===== src/hdl/hmsbs_pkg.sv =====
// Shared types and constants for the height map scale and box smoothing block.
package hmsbs_pkg;

	localparam int RAW_W    = 8;   // raw height byte
	localparam int HGT_W    = 16;  // Q8.8 height
	localparam int PROD_W   = 24;  // raw * max_height
	localparam int QUO0_W   = 17;  // first quotient estimate of prod / 255
	localparam int REMS_W   = 10;  // remainder of that estimate, below 3*255
	localparam int ROWSUM_W = 18;  // three heights
	localparam int SUM_W    = 20;  // nine heights
	localparam int DIV_W    = 4;   // neighbor count, 1..9
	localparam int STEP_W   = 5;   // divider step counter
	localparam int ROW_W    = 12;  // row counter
	localparam int IMGW_W   = 9;   // image_width register
	localparam int IMGH_W   = 13;  // image_height register
	localparam int CFG_AW   = 2;   // register index
	localparam int CFG_DW   = 16;  // widest register

	localparam logic [IMGH_W-1:0] MAX_ROWS = IMGH_W'(4096);

	// register indexes
	localparam logic [CFG_AW-1:0] REG_IMAGE_WIDTH   = 2'd0;
	localparam logic [CFG_AW-1:0] REG_IMAGE_HEIGHT  = 2'd1;
	localparam logic [CFG_AW-1:0] REG_MAX_HEIGHT    = 2'd2;
	localparam logic [CFG_AW-1:0] REG_SMOOTH_ENABLE = 2'd3;

	// reset values of the registers
	localparam logic [IMGW_W-1:0] RST_IMAGE_WIDTH   = 9'd256;
	localparam logic [IMGH_W-1:0] RST_IMAGE_HEIGHT  = 13'd256;
	localparam logic [HGT_W-1:0]  RST_MAX_HEIGHT    = 16'd256;
	localparam logic              RST_SMOOTH_ENABLE = 1'b1;

	// input kind on tuser
	localparam logic MODE_SAMPLE = 1'b0;
	localparam logic MODE_FLUSH  = 1'b1;

	typedef enum logic [7:0] {
		S_IDLE = 8'b0000_0001,
		S_QUO  = 8'b0000_0010,
		S_REM  = 8'b0000_0100,
		S_WIN  = 8'b0000_1000,
		S_ROWS = 8'b0001_0000,
		S_SUM  = 8'b0010_0000,
		S_DIV  = 8'b0100_0000,
		S_EMIT = 8'b1000_0000
	} state_t;

	typedef struct packed {
		logic load;   // beat accepted: latch product, read line stores
		logic quo;    // quotient estimate
		logic rem;    // remainder of the estimate
		logic win;    // final scaled height, line store write, window shift
		logic rows;   // masked row sums and neighbor count
		logic sum;    // total, start divider
		logic emit;   // load output register, advance position
	} cmd_t;

	typedef struct packed {
		logic priming;
		logic smooth;
		logic div_done;
		logic out_free;
	} sts_t;

endpackage


===== src/hdl/hmsbs_ctrl.sv =====
// Sequencer for one beat: scale, line store update, window sums, divide, output.
module hmsbs_ctrl (
	input  logic              clk,
	input  logic              arst_n,
	input  logic              s_tvalid,
	output logic              s_tready,
	input  hmsbs_pkg::sts_t   sts,
	output hmsbs_pkg::cmd_t   cmd
);

	hmsbs_pkg::state_t state_q, state_d;

	always_ff @(posedge clk or negedge arst_n) begin
		if (!arst_n) begin
			state_q <= hmsbs_pkg::S_IDLE;
		end else begin
			state_q <= state_d;
		end
	end

	always_comb begin
		state_d = state_q;
		case (state_q)
			hmsbs_pkg::S_IDLE: begin
				if (s_tvalid) state_d = hmsbs_pkg::S_QUO;
			end
			hmsbs_pkg::S_QUO:  state_d = hmsbs_pkg::S_REM;
			hmsbs_pkg::S_REM:  state_d = hmsbs_pkg::S_WIN;
			hmsbs_pkg::S_WIN: begin
				if (sts.priming)     state_d = hmsbs_pkg::S_IDLE;
				else if (sts.smooth) state_d = hmsbs_pkg::S_ROWS;
				else                 state_d = hmsbs_pkg::S_EMIT;
			end
			hmsbs_pkg::S_ROWS: state_d = hmsbs_pkg::S_SUM;
			hmsbs_pkg::S_SUM:  state_d = hmsbs_pkg::S_DIV;
			hmsbs_pkg::S_DIV: begin
				if (sts.div_done) state_d = hmsbs_pkg::S_EMIT;
			end
			hmsbs_pkg::S_EMIT: begin
				if (sts.out_free) state_d = hmsbs_pkg::S_IDLE;
			end
			default: state_d = hmsbs_pkg::S_IDLE;
		endcase
	end

	assign s_tready = state_q == hmsbs_pkg::S_IDLE;

	always_comb begin
		cmd.load = (state_q == hmsbs_pkg::S_IDLE) && s_tvalid;
		cmd.quo  = state_q == hmsbs_pkg::S_QUO;
		cmd.rem  = state_q == hmsbs_pkg::S_REM;
		cmd.win  = state_q == hmsbs_pkg::S_WIN;
		cmd.rows = state_q == hmsbs_pkg::S_ROWS;
		cmd.sum  = state_q == hmsbs_pkg::S_SUM;
		cmd.emit = (state_q == hmsbs_pkg::S_EMIT) && sts.out_free;
	end

endmodule


===== config.mk =====
export PLATFORM = sky130hd
export DESIGN_NAME = hmsbs_ctrl
export DESIGN_NICKNAME = d
export VERILOG_FILES = /design/src/hdl/hmsbs_pkg.sv /design/src/hdl/hmsbs_ctrl.sv
export SDC_FILE = /design/constraint.sdc
export NUM_CORES = 1
export LEC_CHECK = 0
export BUFFER_PORTS_ARGS = -buffer_cell sky130_fd_sc_hd__clkbuf_2
export CAP_MARGIN = 10
export CORE_AREA = 2 2 39 41
export CTS_CLUSTER_SIZE = 25
export DETAILED_ROUTE_END_ITERATION = 8
export DIE_AREA = 0 0 41 43
export GPL_TIMING_DRIVEN = 0
export SYNTH_ARGS = -nofsm -noshare
export SYNTH_HDL_FRONTEND = slang
export SYNTH_SLANG_ARGS = --single-unit

===== constraint.sdc =====
create_clock -name clk -period 1.5 [get_ports clk]
set_input_delay 0.225 -clock clk [delete_from_list [all_inputs] [get_ports clk]]
set_output_delay 0.225 -clock clk [all_outputs]
set_load 0.03 [all_outputs]

==> results of run 1 <==
## logic make-up (layout without fill, tap and decap cells)
family                 after synthesis  in the layout  synth area share (%)
AOI/OAI and AO/OA                    6              6                  9.83
and+or+nand+nor                     26             26                  44.7
buffers and inverters                7             40                  5.90
DFF                                  8              8                  39.6
## cells in the mapped netlist (all sizes together)
cell type	number
inv	6
a31o	2
a22oi	1
dfstp	1
buf	1
nand2	1
nor3	1
nand4b	3
o32ai	1
dfrtp	7
a21oi	1
and4b	6
nor2	5
nor3b	1
nand4	2
nor4	3
a31oi	1
and2	3
nor4b	1
## metal layers
metal,routed length (um),GRT usage [%]
met2,621,28.1
met1,587,24.3
met3,82,10.5
met4,15,4.00
met5,0,0
## worst max-delay path by stage
stage                     startpoint      to  slack, ps  cells after the start
after detailed placement  state_q[2]  cmd[6]       -200                      5
after floorplan           state_q[2]  cmd[6]        -70                      4
final                     state_q[4]  cmd[0]       -310                      4
after CTS                 state_q[5]  cmd[6]       -350                      5
after global placement    state_q[2]  cmd[6]       -200                      5
after global routing      state_q[4]  cmd[6]       -440                      5
## repair_timing
action | 4_1_cts | 5_1_grt
pin swaps | 12 | 7
endpoints found under the hold margin | 7 | 0
gates resized for setup | 20 | 8
setup buffers | 13 | 2
hold buffers | 1 | 0
setup endpoints to repair | 11 | 11
## power by group
group	switching, mW	leakage (nW)	total, mW	internal [mW]
sequential	0.0438	0.104	0.307	0.264
combinational	0.331	0.295	0.660	0.329
clock	0.0717	0.0150	0.173	0.102
## layout make-up
type / instances / area (um^2) / share of cell area (%)
Tap cell: 16 / 20.0 / 2.34
Inverter: 6 / 22.5 / 2.63
Clock buffer: 4 / 26.3 / 3.07
Buffer: 1 / 11.3 / 1.32
Sequential cell: 8 / 204 / 23.8
Timing Repair Buffer: 29 / 254 / 29.7
Multi-Input combinational cell: 32 / 318 / 37.1
## metrics by stage
stage / cells / setup WS [ps] / power, mW / hold slack [ps] / setup TNS [ps]
6_report: 96 / -310 / 1.14 / 178 / -2040
3_5_place_dp: 77 / -203 / 0.798 / 86.2 / -783
2_1_floorplan: 47 / -74.4 / 0.696 / -70.6 / -79.7
3_3_place_gp: 77 / -203 / 0.802 / 86.6 / -868
5_1_grt: 96 / -440 / 1.23 / 164 / -3340
4_1_cts: 94 / -346 / 1.10 / 168 / -2130
==> parameters.txt, run 1 <==
Parameter                              Value

Job
  Max-cap violations    0

STA
  Slew headroom    77.1%
  Min Clock Period, post-route    1810 ps
  Final number of hold-violating endpoints    0
  Final max-slew violation count    0
  Final clock skew    11.1 ps
  Tcrit/Tclk final    121%
  Unrepaired setup endpoints after global routing    true
  Transition at the pin with the smallest max-transition slack    341 ps
  Fmax    553 MHz
  Worst setup slack after layout    -310 ps
  Number of setup violations in the final report    9

Finish
  Register with the most flip-flops    state_q
  Most frequent cells in the layout    buf_4 (13), clkbuf_2 (6), buf_8 (6)
  Fraction of layout instances using a drive strength above 1    67.5%
  Number of nets in the finished design    88
  Final core occ    61.8%
  Fill cell count    111
  Growth of design area from synthesis to finish    68.1%
  Largest register FFs    8
  Leading registers by flop count    state_q: 8 flops
  Most common cell after layout, fill and taps aside    buf_4
  Antenna diodes    0
  Layout Cell Area excl Fill    856 um^2

Clocking
  Buffer type at the clock tree root    clkbuf_4
  TritonCTS clock tree    done
  CTS Sinks    8
  CTS H-Tree Depth    1
  Clock Pin Slew Worst Setup and Hold Paths    60 ps
  CTS Buffer Depth    2
  Later-pin clock latency in the skew report    250 ps
  Number of buffers created by CTS    3

Setup path
  Critical Path Max Stage Delay    410 ps
  Arr. time, crit path    1580 ps
  Capturing element type of the critical path    output port
  Worst R2R Path Depth    6
  Data required, critical path    1270 ps
  Ordered list of cells on the worst path    nor4_4 -> nand2_1 -> nor4_4 -> clkbuf_4
  Worst flop-to-flop path startpoint    state_q[0]
  Kind of cell adding the most delay to the critical path    simple AND/OR/NAND/NOR gates
  Worst Path Buf+Inv    1
  CP dominant cell by count    nor4_4
  R2R Setup Slk    -80 ps
  CP Class    reg2out
  Slowest library cell on the worst path    dfrtp_1
  Kind of start point of the critical path    flop
  Worst Path Max Fanout    4
  R2r endpoint    state_q[0]

Global routing
  Number of antenna violations at the first check in global routing    0
  Overall global routing resource usage    19.2%
  GR Overflow Total    0
  First-pass GRT wire length    2.24 mm
  Number of global-route vias before repair    508
  Maximum number of pins on one net before global-route repair    9

Run status
  Failing checks    negative setup slack
  Run status    finished with violations

Route
  Vias per cell    5.41
  Post-DR wirelength/cell    13.6 um
  Drt pass-1 iters    6
  Remaining number of nets flagged by the antenna check after routing    0
  Via count    519
  Number of design-rule violations left by the first detailed-router iteration    10
  DRC violations left    0
  Sum of routed wire length over all layers    1.31 mm

Worst hold path
  Min-Delay Startpoint    sts[3]
  Worst hold stages    2
  Hold WC Path Type    in2reg
  Destination of the worst hold path    state_q[4]

Die
  Total die area    1760 um^2
  Height of the die    43 um
  Starting Density    36.8%
  Boundary pin count    15
  Total number of placement rows    14
  Floorplan Core Area    1380 um^2
  Horizontal die dimension    41 um

Yosys
  Gate count of the mapped netlist    47
  Net count of the mapped netlist    54
  Share of the yosys chip area belonging to registers    39.6%
  Count of warnings emitted by yosys    0
  Synth Register Bits    8
  Unique masters post-synth    23
  Synth top area cells    dfrtp_1 (34%), nor4_4 (8.4%), and4b_4 (5.4%)
  Share of Yosys cell area claimed by the top area cell type    34.4%
  Post-Syn Area per Cell    10.8 um^2
  Cell Area, Synth    509 um^2
  Leading area contributor after synthesis    dfrtp_1

Power
  Power density cells    1330 nW/um^2
  Leak Pwr    0.413 nW
  Peak supply drop    0.969 mV

Placed design
  Final estimated routing congestion in global placement    0.861
  HPWL after detailed placement    802 um
  Port bufs    14
  Area post-placement    618 um^2
No activity file was read; power rests on OpenSTA's default activity.
==> run 2: changes to the inputs <==
CELL_PAD_IN_SITES_DETAIL_PLACEMENT = 1   (was unset)
CELL_PAD_IN_SITES_GLOBAL_PLACEMENT = 2   (was unset)
CORE_AREA = unset   (was 2 2 39 41)
CORE_MARGIN = 2   (was unset)
CORE_UTILIZATION = 29   (was unset)
DIE_AREA = unset   (was 0 0 41 43)
HOLD_SLACK_MARGIN = 0.02   (was unset)
PLACE_DENSITY_LB_ADDON = 0.1   (was unset)
SKIP_CTS_REPAIR_TIMING = 1   (was unset)
==> run 2 against run 1 <==
  * Design area is 5.7% lower
  * Largest cell class unchanged
  * Cell count is 4.2% lower
  * The flow still finishes with violations (negative setup slack)
  * Largest power group unchanged
  * Wire length is 7.3% higher
  * Non-clock buffer count is 5 lower
  * Via count is 5.8% lower
  * Sequential cell count stayed put
  * Clock-buffer cell count stayed put
  * Critical path depth stayed put
  * Die area is 20% higher
==> parameters.txt, run 2 (same netlist as run 1, synthesis figures left out) <==
Parameter                              Value

Global routing
  Global-route track usage on met2    20.8% (-7.3 points)
  First-pass GRT wire length    2.05 mm (-8.6%)
  GR Overflow Total    0 (unchanged)
  Number of antenna violations at the first check in global routing    0 (unchanged)
  Most heavily used metal layer in global routing    met2
  Number of global-route vias before repair    411 (-19%)
  Maximum number of pins on one net before global-route repair    9 (unchanged)
  Overall global routing resource usage    14.9% (-4.2 points)
  GR Util met3    7.14% (-3.3 points)
  GR met1 Demand/Resource    18.5% (-5.8 points)

Clocking
  CTS Sinks    8 (unchanged)
  Buffer type at the clock tree root    clkbuf_4
  CTS H-Tree Depth    1 (unchanged)
  TritonCTS clock tree    done
  Clock Pin Slew Worst Setup and Hold Paths    60 ps (about the same)
  Later-pin clock latency in the skew report    270 ps (+20 ps)
  Number of buffers created by CTS    3 (unchanged)
  CTS Buffer Depth    2 (unchanged)

Setup path
  Slowest library cell on the worst path    dfrtp_2
  Capturing element type of the critical path    output port
  R2R Setup Slk    -210 ps (-130 ps)
  CP Class    reg2out
  Arr. time, crit path    1640 ps (+60 ps)
  Worst R2R Path Depth    7 (+1)
  Kind of start point of the critical path    flop
  Worst Path Max Fanout    5 (+1)
  Data required, critical path    1270 ps (about the same)
  Critical Path Max Stage Delay    440 ps (+30 ps)
  Ordered list of cells on the worst path    nor4_4 -> nand4b_1 -> inv_2 -> buf_6

Run status
  Run status    finished with violations
  Failing checks    negative setup slack

Finish
  Leading registers by flop count    state_q: 8 flops
  Final standard cell count with taps included and fillers excluded    92 (-4.2%)
  Fraction of layout instances using a drive strength above 1    66.7% (-0.83 points)
  Most common cell after layout, fill and taps aside    buf_4
  Largest register FFs    8 (unchanged)
  Number of nets in the finished design    83 (-5.7%)
  Register with the most flip-flops    state_q
  Most frequent cells in the layout    buf_4 (11), buf_6 (7), clkbuf_2 (6), nor2_1 (5), dfrtp_1 (5)
  Fill cell count    200 (+80%)
  Final core occ    47.8% (-14 points)
  Growth of design area from synthesis to finish    58.5%
  Antenna diodes    0 (unchanged)

Placed design
  Post-placement cell count    78 (+1.3%)
  HPWL after detailed placement    965 um (+20%)
  Port bufs    14 (unchanged)
  Final estimated routing congestion in global placement    0.706 (-18%)
  Dpl ws    -238 ps (-34.6 ps)

Die
  Starting Density    30.1% (-6.7 points)
  Floorplan Core Area    1690 um^2 (+22%)
  Total die area    2110 um^2 (+20%)
  Total number of placement rows    15 (+1)
  Height of the die    45.9 um (+6.8%)
  Boundary pin count    15 (unchanged)
  Horizontal die dimension    45.9 um (+12%)

STA
  Slew headroom    77.2% (+0.17 points)
  Unrepaired setup endpoints after global routing    true
  Worst setup slack after layout    -368 ps (-58.2 ps)
  Number of setup violations in the final report    10 (+1)
  Min Clock Period, post-route    1870 ps (+58.2 ps)
  Final clock skew    4.91 ps (-6.19 ps)
  Final max-slew violation count    0 (unchanged)
  Worst hold margin    183 ps (+5.76 ps)
  Fmax    535 MHz (-3.1%)
  Final number of hold-violating endpoints    0 (unchanged)
  Final setup TNS    -2890 ps (-844 ps)
  Transition at the pin with the smallest max-transition slack    339 ps (-2.50 ps)
  Tcrit/Tclk final    125% (+3.9 points)

Route
  Sum of routed wire length over all layers    1.40 mm (+7.3%)
  Via count    489 (-5.8%)
  DRC violations left    0 (unchanged)
  Number of design-rule violations left by the first detailed-router iteration    8 (-2)
  Vias per cell    5.32 (-1.7%)
  Remaining number of nets flagged by the antenna check after routing    0 (unchanged)
  Post-DR wirelength/cell    15.3 um (+12%)
  Drt pass-1 iters    4 (-2)

Power
  Leak Pwr    0.389 nW (-6.0%)
  Power density cells    1420 nW/um^2 (+6.8%)
  Peak supply drop    0.906 mV (-6.5%)

Worst hold path
  Hold WC Path Type    in2reg
  Worst hold stages    2 (unchanged)

Job
  Max-cap violations    0 (unchanged)
[run 2: critical path: cells and delay by family, from the launching register on]
kind,cells,cell delay (ps)
and+or+nand+nor,2,670
DFF,1,440
buffers and inverters,2,260
[run 2: where the power goes]
part | internal [mW] | total [mW] | switching (mW)
clock network | 0.103 | 0.189 | 0.0864
logic | 0.309 | 0.634 | 0.324
registers | 0.265 | 0.326 | 0.0607
total | 0.677 | 1.15 | 0.471
[run 2: per-stage QoR]
step,total power [mW],area [um^2]
finish,1.15,807
global route,1.23,807
CTS,1.01,646
detailed placement,0.810,619
global placement,0.812,619
floorplan,0.696,528
[run 2: routing by layer]
metal | part of all wire (%) | up-vias
li1 | - | 239
met1 | 44 | 236
met2 | 48 | 10
met3 | 5.3 | 4
met4 | 2.4 | 0
met5 | 0 | -
[run 2: final cells by class]
cell class | count | area [um^2] | share of cell area, %
clock buffers | 4 | 26.3 | 3.26
well taps | 17 | 21.3 | 2.64
plain buffers | 1 | 7.51 | 0.930
flip-flops and latches | 8 | 204 | 25.3
multi-input cells | 32 | 332 | 41.1
repair buffers | 24 | 194 | 24.0
inverters | 6 | 22.5 | 2.79
[run 2: final timing paths]
kind,startpoint,end
worst max-delay path,state_q[1],cmd[3]
worst min-delay path,sts[2],state_q[7]
worst max register to register,state_q[0],state_q[0]
worst min register to register,state_q[2],state_q[3]
max in group asynchronous,arst_n,state_q[0]
min in group asynchronous,arst_n,state_q[3]
